`config.mk`:
```
export PLATFORM = sky130hd
export DESIGN_NAME = hsmc_ctrl
export DESIGN_NICKNAME = d
export VERILOG_FILES = /design/src/hw/rtl/hsmc_pkg.sv /design/src/hw/rtl/hsmc_ctrl.sv
export SDC_FILE = /design/constraint.sdc
export NUM_CORES = 1
export LEC_CHECK = 0
export ABC_AREA = 1
export CAP_MARGIN = 20
export CELL_PAD_IN_SITES_DETAIL_PLACEMENT = 0
export CELL_PAD_IN_SITES_GLOBAL_PLACEMENT = 1
export CORE_UTILIZATION = 44
export CTS_CLUSTER_DIAMETER = 60
export DETAILED_ROUTE_END_ITERATION = 6
export DONT_BUFFER_PORTS = 1
export PLACE_DENSITY = 0.9
export REMOVE_ABC_BUFFERS = 1
export SYNTH_ARGS = -nofsm -noshare
export SYNTH_HDL_FRONTEND = slang
export SYNTH_SLANG_ARGS = --single-unit
export TNS_END_PERCENT = 20
```
`constraint.sdc`:
```
create_clock -name clk -period 2.8 [get_ports clk]
set_input_delay 0 -clock clk [delete_from_list [all_inputs] [get_ports clk]]
set_output_delay 0 -clock clk [all_outputs]
set_load 0.01 [all_outputs]
```
`src/hw/rtl/hsmc_pkg.sv`:
```
// hsmc_pkg: shared types and constants of the hard sphere move checker
// no dependencies; imported by hsmc_regs, hsmc_ctrl, hsmc_dpath and the top level
package hsmc_pkg;

	// request opcodes
	localparam logic [1:0] OP_LOAD   = 2'd0;
	localparam logic [1:0] OP_MOVE   = 2'd1;
	localparam logic [1:0] OP_READ   = 2'd2;
	localparam logic [1:0] OP_UNUSED = 2'd3;

	// register indexes on the config port
	localparam logic [2:0] REG_RADIUS = 3'd0;
	localparam logic [2:0] REG_X_LOW  = 3'd1;
	localparam logic [2:0] REG_X_HIGH = 3'd2;
	localparam logic [2:0] REG_Y_LOW  = 3'd3;
	localparam logic [2:0] REG_Y_HIGH = 3'd4;
	localparam logic [2:0] REG_Z_LOW  = 3'd5;
	localparam logic [2:0] REG_Z_HIGH = 3'd6;
	localparam logic [2:0] REG_COUNT  = 3'd7;

	// register reset values
	localparam logic [30:0] RADIUS_RST = 31'd65536;
	localparam logic [31:0] LOW_RST    = 32'd0;
	localparam logic [31:0] HIGH_RST   = 32'd655360;
	localparam logic [10:0] COUNT_RST  = 11'd1;

	// move arithmetic: 0.6 in signed q1.16 and the fraction clamp
	localparam logic signed [16:0] SIX_TENTHS = 17'sd39322;
	localparam logic signed [17:0] FRAC_ONE   = 18'sd65536;
	localparam logic signed [34:0] ROUND_HALF = 35'sd32768;

	localparam int NUM_AXES = 3;

	typedef enum logic [2:0] {
		RC_LOADED   = 3'd0,
		RC_ACCEPTED = 3'd1,
		RC_OUTSIDE  = 3'd2,
		RC_OVERLAP  = 3'd3,
		RC_READ     = 3'd4,
		RC_BAD      = 3'd5
	} rc_t;

	typedef enum logic [1:0] {
		OSEL_ZERO,
		OSEL_REQ,
		OSEL_OWN,
		OSEL_NEW
	} osel_t;

	typedef struct packed {
		logic [30:0]                   radius;
		logic [NUM_AXES-1:0][31:0]     box_low;
		logic [NUM_AXES-1:0][31:0]     box_high;
		logic [10:0]                   count;
	} cfg_t;

	typedef struct packed {
		logic  capture;
		logic  rd_own;
		logic  own_ld;
		logic  new_ld;
		logic  box_ld;
		logic  scan_clr;
		logic  scan_issue;
		logic  mem_wr;
		logic  wr_new;
		logic  out_ld;
		rc_t   code;
		osel_t sel;
	} cmd_t;

	typedef struct packed {
		logic       bad;
		logic [1:0] op;
		logic       in_box;
		logic       clash;
		logic       scan_last;
		logic       pipe_busy;
		logic       out_free;
	} stat_t;

endpackage

```
`src/hw/rtl/hsmc_ctrl.sv`:
```
// hsmc_ctrl: controller state machine of the move checker
// depends on hsmc_pkg for cmd_t, stat_t, opcodes and result codes
module hsmc_ctrl (
	input  logic            clk,
	input  logic            arst_n,
	input  logic            req_valid,
	output logic            req_ready,
	input  hsmc_pkg::stat_t stat,
	output hsmc_pkg::cmd_t  cmd
);
	import hsmc_pkg::*;

	typedef enum logic [3:0] {
		S_IDLE,
		S_DECODE,
		S_RD_WAIT,
		S_MV_OWN,
		S_MV_NEW,
		S_MV_BOX,
		S_MV_TEST,
		S_SCAN,
		S_DRAIN,
		S_RESP
	} state_t;

	state_t state_q;
	rc_t    code_q;
	osel_t  sel_q;
	logic   wr_q;
	logic   wr_new_q;

	assign req_ready = (state_q == S_IDLE);

	always_comb begin
		cmd            = '0;
		cmd.code       = code_q;
		cmd.sel        = sel_q;
		cmd.wr_new     = wr_new_q;
		cmd.capture    = (state_q == S_IDLE) && req_valid;
		cmd.rd_own     = (state_q == S_DECODE);
		cmd.own_ld     = (state_q == S_RD_WAIT) || (state_q == S_MV_OWN);
		cmd.new_ld     = (state_q == S_MV_NEW);
		cmd.box_ld     = (state_q == S_MV_BOX);
		cmd.scan_clr   = (state_q == S_MV_TEST);
		cmd.scan_issue = (state_q == S_SCAN);
		cmd.out_ld     = (state_q == S_RESP) && stat.out_free;
		cmd.mem_wr     = (state_q == S_RESP) && stat.out_free && wr_q;
	end

	always_ff @(posedge clk or negedge arst_n) begin
		if (!arst_n) begin
			state_q  <= S_IDLE;
			code_q   <= RC_BAD;
			sel_q    <= OSEL_ZERO;
			wr_q     <= 1'b0;
			wr_new_q <= 1'b0;
		end else begin
			unique case (state_q)
				S_IDLE: begin
					if (req_valid) begin
						state_q <= S_DECODE;
					end
				end
				S_DECODE: begin
					wr_new_q <= 1'b0;
					priority if (stat.bad) begin
						code_q  <= RC_BAD;
						sel_q   <= OSEL_ZERO;
						wr_q    <= 1'b0;
						state_q <= S_RESP;
					end else if (stat.op == OP_LOAD) begin
						code_q  <= RC_LOADED;
						sel_q   <= OSEL_REQ;
						wr_q    <= 1'b1;
						state_q <= S_RESP;
					end else if (stat.op == OP_READ) begin
						wr_q    <= 1'b0;
						state_q <= S_RD_WAIT;
					end else begin
						wr_q    <= 1'b0;
						state_q <= S_MV_OWN;
					end
				end
				S_RD_WAIT: begin
					code_q  <= RC_READ;
					sel_q   <= OSEL_OWN;
					state_q <= S_RESP;
				end
				S_MV_OWN: state_q <= S_MV_NEW;
				S_MV_NEW: state_q <= S_MV_BOX;
				S_MV_BOX: state_q <= S_MV_TEST;
				S_MV_TEST: begin
					if (stat.in_box) begin
						state_q <= S_SCAN;
					end else begin
						code_q  <= RC_OUTSIDE;
						sel_q   <= OSEL_OWN;
						state_q <= S_RESP;
					end
				end
				S_SCAN: begin
					if (stat.scan_last) begin
						state_q <= S_DRAIN;
					end
				end
				S_DRAIN: begin
					if (!stat.pipe_busy) begin
						if (stat.clash) begin
							code_q <= RC_OVERLAP;
							sel_q  <= OSEL_OWN;
						end else begin
							code_q   <= RC_ACCEPTED;
							sel_q    <= OSEL_NEW;
							wr_q     <= 1'b1;
							wr_new_q <= 1'b1;
						end
						state_q <= S_RESP;
					end
				end
				S_RESP: begin
					if (stat.out_free) begin
						state_q <= S_IDLE;
					end
				end
				default: state_q <= S_IDLE;
			endcase
		end
	end

endmodule

```
==> out/results.ini, run 1 <==
[sta]
fmax_mhz=688
rsz0062_at_grt=false
setup_tns_ns=0
period_needed_ns=1.45
holdWs_ns=0.0154
finalMaxSlewViolations=0
fin_crit_sh_pct=51.9
hold_violations=0
skew_ns=0.00238
worstMarginPinSlew_ns=0.553
setup_violations=0
maxSlewHeadroom_pct=63.0

[floorplanning]
die-height_um=44.4
initial_core_util_pct=49.7
die_w_um=44.4
core.rowCount=14
pin_count=27
die_area_mm2=0.00197
coreArea_mm2=0.00159

[setup_path]
rr_worst_depth=8
r2r-start=state_q[3]
slowest_delay_ns=0.49
end_kind=primary output
ff2ff_setup_slack_ns=1.35
cp_data_arrival_time_ns=1.45
regToRegEndpoint=state_q[0]
cp_slowest_cell=dfrtp_1
cp_cell_sequence=inv_2, nor2_4, nand2_1, nor3b_1
critPathKind=reg2out
cp_max_fo=7
cp.required_ns=2.80
crit_path_start_kind=flip-flop

[clock_tree]
root_buffer=clkbuf_4
postCtsHoldBufs=4
clock_path_buffers=2
cts_tree=done
clkLatencyLatePin_ns=0.27
post_cts_buffers=0
cts_made_buffers=3
clk_pin_slew_worst_paths_ns=0.07
cts_sinks=11
post_cts_resized=0
htree_levels=1

[finish]
n_antenna_cell=0
drive_above_1_share_pct=20.0
stdcell_area_um2=881
synthToLayoutAreaGrowth_pct=11.2
final_util_pct=55.3
nets=132

[worst_hold_path]
min_path_type=in2reg
holdPathStages=3
hp-start=stat[3]
holdPathEnd=sel_q[0]

[route]
detail-route-antenna-nets=0
drt_first_pass_iters=4
vias_per_cell=5.27
wirelength_mm=1.89
drc=0
wl_per_cell_um=13.1
drt-initial-drc-count=12
dr_total_vias=759

[global_route]
antenna_found_initial=0
grtUsageTotal_pct=21.9
grt_pass1_wl_mm=3.09
grt_pass1_vias=684
grt_max_degree=12
grt-ovfl-total=0

[synth]
ys_seq_area_share_pct=35.1
syn_area_per_cell_um2=7.01
ys_ff_latch=11
syn-cell-area_um2=792
yosys_warnings=0
syn_inst=113
synth_cell_types=22

[power]
power_leakage_uw=0.000451
powerDensity_mw_per_mm2=1220
peakVddDrop_mv=0.531

[place]
hpwl_mm=1.51
dpl_cell_area_um2=815
place_congestion=0.849
io_buffers=0

[run]
drv_cap=0

[status]
status=finished, final reports clean

==> per-stage QoR <==
stage | setup slack, ns | cells | power, µW
after floorplan | 1.56 | 112 | 843
after global placement | 1.38 | 136 | 947
final | 1.35 | 144 | 1070
after detailed placement | 1.36 | 136 | 956
after global routing | 1.18 | 144 | 1170
after CTS | 1.35 | 144 | 1080
==> worst max-delay path, delay by kind of cell, from the launching register on <==
kind          cells  cell delay [ns]
buf+inv           1             0.10
simple gates      3             0.60
flops             1             0.49
==> per-layer routing <==
layer  global-route usage [%]  wire length (µm)  up-vias
met5                        0                 0        -
met4                     7.27                13        0
met3                     5.31                97        2
met2                     32.4               861       21
met1                     31.3               921      362
li1                         -                 -      374
==> cell usage in the layout (no fill, tap or decap) <==
master         Yosys  layout
dfstp_2            2       2
inv_1              8       8
clkbuf_4           0       3
a31oi_1            1       1
dlygate4sd3_1      0       4
nor3b_1            1       1
nor2_4             5       5
nor2_2             4       4
o2111ai_1          1       1
nand4_1            2       2
dfrtp_1            9       9
nand2_1           42      42
nand3b_1           1       1
inv_2              3       3
o21ai_1            2       2
nand2_2            2       2
nand3_1            8       8
nor2_1            12      12
nor3_1             1       1
nand2_4            3       3
nand3_2            2       2
clkbuf_1           0       1
o21ai_0            2       2
o211ai_1           1       1
==> cell usage after synthesis <==
cell type,instances,area share (%)
a31oi_1,1,0.79
buf_4,1,0.95
dfrtp_1,9,28
dfstp_2,2,6.6
inv_1,8,3.8
inv_2,3,1.4
nand2_1,42,20
nand2_2,2,1.6
nand2_4,3,4.3
nand3_1,8,5.1
nand3_2,2,2.5
nand3b_1,1,0.95
nand4_1,2,1.6
nor2_1,12,5.7
nor2_2,4,3.2
nor2_4,5,7.1
nor3_1,1,0.63
nor3b_1,1,0.95
o2111ai_1,1,1.1
o211ai_1,1,0.95
o21ai_0,2,1.3
o21ai_1,2,1.3
==> power by group <==
group | total, µW | switching [µW] | internal [µW]
registers | 337 | 95.5 | 242
clock network | 110 | 55.2 | 55.1
logic | 625 | 427 | 198
==> layout make-up <==
type / count / area [µm²]
fill: 164 / 713
sequential: 11 / 278
timing repair buffer: 4 / 40.0
clock buffer: 4 / 26.3
tap: 24 / 30.0
inverter: 11 / 41.3
multi-input combinational: 90 / 465
==> sequential cells by signal, summed over array words and instances (netlist names) <==
signal	count
code_q	3
wr_new_q	1
sel_q	2
state_q	4
wr_q	1
==> worst max path at each step <==
stage | startpoint | to | cells after the start
floorplan | state_q[3] | state_q[0] | 8
global placement | state_q[3] | state_q[0] | 8
detailed placement | state_q[3] | state_q[0] | 8
CTS | state_q[3] | state_q[0] | 8
global route | state_q[3] | state_q[0] | 8
finish | state_q[0] | cmd[7] | 4
==> cells by family after synthesis <==
logic type	Yosys count	share of synthesized area (%)
compound gates	7	5.37
buf+inv	12	6.16
flops	11	35.1
simple gates	83	53.4
Note: power is estimated with default switching activity, not from simulation.
==> run 2, diff against run 1 <==
--- a/config.mk
+++ b/config.mk
@@ -5,15 +5,15 @@
 export SDC_FILE = /design/constraint.sdc
 export NUM_CORES = 1
 export LEC_CHECK = 0
-export ABC_AREA = 1
+export ABC_AREA = 0
 export CAP_MARGIN = 20
 export CELL_PAD_IN_SITES_DETAIL_PLACEMENT = 0
 export CELL_PAD_IN_SITES_GLOBAL_PLACEMENT = 1
-export CORE_UTILIZATION = 44
+export CORE_UTILIZATION = 43
 export CTS_CLUSTER_DIAMETER = 60
 export DETAILED_ROUTE_END_ITERATION = 6
 export DONT_BUFFER_PORTS = 1
-export PLACE_DENSITY = 0.9
+export PLACE_DENSITY = 0.86
 export REMOVE_ABC_BUFFERS = 1
 export SYNTH_ARGS = -nofsm -noshare
 export SYNTH_HDL_FRONTEND = slang
==> constraint.sdc (replaced) <==
create_clock -name clk -period 1.4 [get_ports clk]
set_input_delay 0 -clock clk [delete_from_list [all_inputs] [get_ports clk]]
set_output_delay 0 -clock clk [all_outputs]
set_load 0.01 [all_outputs]
==> out/results.ini, run 2 <==
[global_route]
antenna_found_initial=0  ; unchanged
grt-ovfl-total=0  ; unchanged
grt_max_degree=13  ; +1
grt_pass1_wl_mm=4.42  ; +43%
grt_pass1_vias=966  ; +41%
grtUsageTotal_pct=30.0  ; +8.1 points

[synth]
synthArstFlopShare_pct=100  ; unchanged
ys_seq_area_share_pct=33.7  ; -1.3 points
yosysMostFrequentCell=nor2_1
syn-cell-area_um2=823  ; +3.9%
synth_cell_types=37  ; +68%
yosys.area.top_type=dfrtp_1
synth_flop_cell=dfrtp_1
synth_top_cell_area_share_pct=27.4  ; -1.1 points
syn_area_per_cell_um2=8.15  ; +16%
syn_inst=101  ; -11%
synth_edf_count=0  ; unchanged
synthTopCellsByArea=dfrtp_1 27%, nor2_1 6.8%, dfstp_2 6.4%, a21oi_1 6.1%, buf_2 3.6%
ys_ff_latch=11  ; unchanged
yosys_warnings=0  ; unchanged
ys_top_cells_by_count=15 x nor2_1, 10 x a21oi_1, 9 x dfrtp_1, 6 x buf_2, 6 x nand2_1

[setup_path]
regToRegEndpoint=wr_q
crit_start=state_q[3]
critPathKind=reg2reg
ff2ff_setup_slack_ns=-0.17  ; -1.52 ns
cp_max_fo=6  ; -1
slowest_delay_ns=0.45  ; -0.04 ns
r2r-start=state_q[3]
cp_slowest_cell=dfrtp_2
cp.required_ns=1.59  ; -1.21 ns
cp_cell_sequence=buf_6, or3_4, or4_1, o21ai_1
end_kind=flip-flop
crit_path_start_kind=flip-flop
cp_data_arrival_time_ns=1.77  ; +0.32 ns
rr_worst_depth=4  ; -4

[sta]
rsz0062_at_grt=true
hold_violations=0  ; unchanged
setup_violations=16  ; +16
finalMaxSlewViolations=0  ; unchanged
fin_ws_ns=-0.173  ; -1.52 ns
fin_crit_sh_pct=112
skew_ns=0.00103  ; -0.00135 ns
period_needed_ns=1.57
worstMarginPinSlew_ns=0.515  ; -0.0379 ns
fmax_mhz=636
maxSlewHeadroom_pct=65.5  ; +2.5 points

[power]
peakVddDrop_mv=1.46  ; +170%
p_clk_share_pct=6.7  ; -3.6 points
switching_power_uw=1430  ; +150%
power_leakage_uw=0.000567  ; +26%
pwr-share-comb_pct=70.6  ; +12 points
swShare_pct=43.4  ; -10 points
finalPower_uw=3300  ; +210%
p_seq_share_pct=22.7  ; -8.7 points
p_int_uw=1860  ; +280%
powerDensity_mw_per_mm2=2540  ; +110%

[floorplanning]
pin_count=27  ; unchanged
coreArea_mm2=0.00176  ; +11%
core.rowCount=15  ; +1
die-height_um=45.8  ; +3.0%
die_area_mm2=0.00209  ; +6.1%
die_w_um=45.8  ; +3.0%
initial_core_util_pct=46.7  ; -3.0 points

[finish]
synthToLayoutAreaGrowth_pct=57.4
final_cell_mix=28 x buf_4, 13 x nor2_1, 9 x dlygate4sd3_1
nets=153  ; +16%
multi_input_area_um2=556  ; +19%
n_antenna_cell=0  ; unchanged
reg.largest.list=state_q x4, code_q x3, sel_q x2
stdcell_count=166  ; +15%
largest_reg_flops=4  ; unchanged
stdcell_area_mm2=0.00130  ; +47%
fill_cells=129  ; -21%
top_register=state_q
final_common_cell=buf_4
drive_above_1_share_pct=46.1  ; +26 points
seqCellArea_um2=283  ; +1.8%

[place]
place_ws_ns=-0.166  ; -1.52 ns
io_buffers=0  ; unchanged
dp.cells=145  ; +6.6%
dpl_cell_area_mm2=0.00101  ; +24%
hpwl_mm=1.75  ; +16%
place_congestion=0.876  ; +3.2%

[route]
vias_per_cell=5.90  ; +12%
dr_total_vias=979  ; +29%
wirelength_mm=2.96  ; +56%
detail-route-antenna-nets=0  ; unchanged
drt_first_pass_iters=4  ; unchanged
drc=0  ; unchanged
wl_per_cell_um=17.8  ; +36%
drt-initial-drc-count=26  ; +14

[worst_hold_path]
hp-start=stat[0]
holdPathEnd=state_q[0]
holdPathStages=3  ; unchanged
min_path_type=in2reg

[status]
violations=setup timing
status=complete, but fails checks

[clock_tree]
cts_made_buffers=3  ; unchanged
clock_path_buffers=2  ; unchanged
root_buffer=clkbuf_4
clkLatencyLatePin_ns=0.27  ; about the same
cts_tree=done
htree_levels=1  ; unchanged
clk_pin_slew_worst_paths_ns=0.07  ; about the same
cts_sinks=11  ; unchanged

[run]
drv_cap=0  ; unchanged

[run 2: what timing repair did]
action | CTS | global route
pin swaps | 4 | 1
endpoints found under the setup margin | 14 | 18
hold buffers | 9 | 0
hold endpoints to repair | 16 | 0
resized for setup | 18 | 11
buffers inserted | 7 | 1
[run 2: through the flow]
stage / hold slack, ns / utilization [%] / TNS [ns]
2_1_floorplan: -0.296 / - / -1.34
3_3_place_gp: -0.295 / 57.2 / -0.593
3_5_place_dp: -0.295 / 57.2 / -0.789
4_1_cts: 0.00412 / 70.5 / -0.770
5_1_grt: 0.0669 / 73.5 / -2.07
6_report: 0.0387 / 73.5 / -0.999
[run 2: cell families (layout without fill, tap and decap cells)]
kind of cell,count (synthesis),after routing,share of synthesized area [%]
and+or+nand+nor,47,47,31.2
AOI/OAI and AO/OA,27,27,22.3
buffers and inverters,13,53,8.21
DFF,11,11,33.7
muxes,3,3,4.56
[run 2: power groups by stage]
stage | Sequential [µW] | Combinational [µW] | Clock [µW]
after global placement | 710 | 1690 | 0
after floorplan | 787 | 855 | 0
final | 748 | 2330 | 219
after detailed placement | 722 | 1730 | 0
after CTS | 711 | 2090 | 224
after global routing | 773 | 2500 | 237
[run 2: worst max-delay path by stage]
stage / to / slack (ns) / depth (start not counted)
3_5_place_dp: sel_q[0] / -0.17 / 4
2_1_floorplan: wr_q / -0.32 / 4
3_3_place_gp: code_q[2] / -0.13 / 5
4_1_cts: sel_q[0] / -0.12 / 4
6_report: wr_q / -0.17 / 4
5_1_grt: sel_q[0] / -0.22 / 4
[run 2: cell type report]
cell class,instances,share of cell area [%]
flip-flops and latches,11,21.8
well taps,25,2.41
multi-input cells,77,42.9
repair buffers,44,29.2
clock buffers,4,2.03
inverters,5,1.64
[run 2: worst max-delay path: cells and delay by family (launching register included)]
| family | cells | cell delay [ns] |
|---|---|---|
| AND/OR/NAND/NOR | 2 | 0.79 |
| flip-flops | 1 | 0.45 |
| buffers and inverters | 1 | 0.14 |
| AO/OA/AOI/OAI | 1 | 0.11 |
[run 2: layer usage]
layer | vias up | track usage (%) | wire [µm]
li1 | 443 | - | -
met1 | 461 | 38.2 | 1150
met2 | 61 | 52.0 | 1490
met3 | 14 | 1.59 | 186
met4 | 0 | 12.9 | 133
met5 | - | 0 | 0
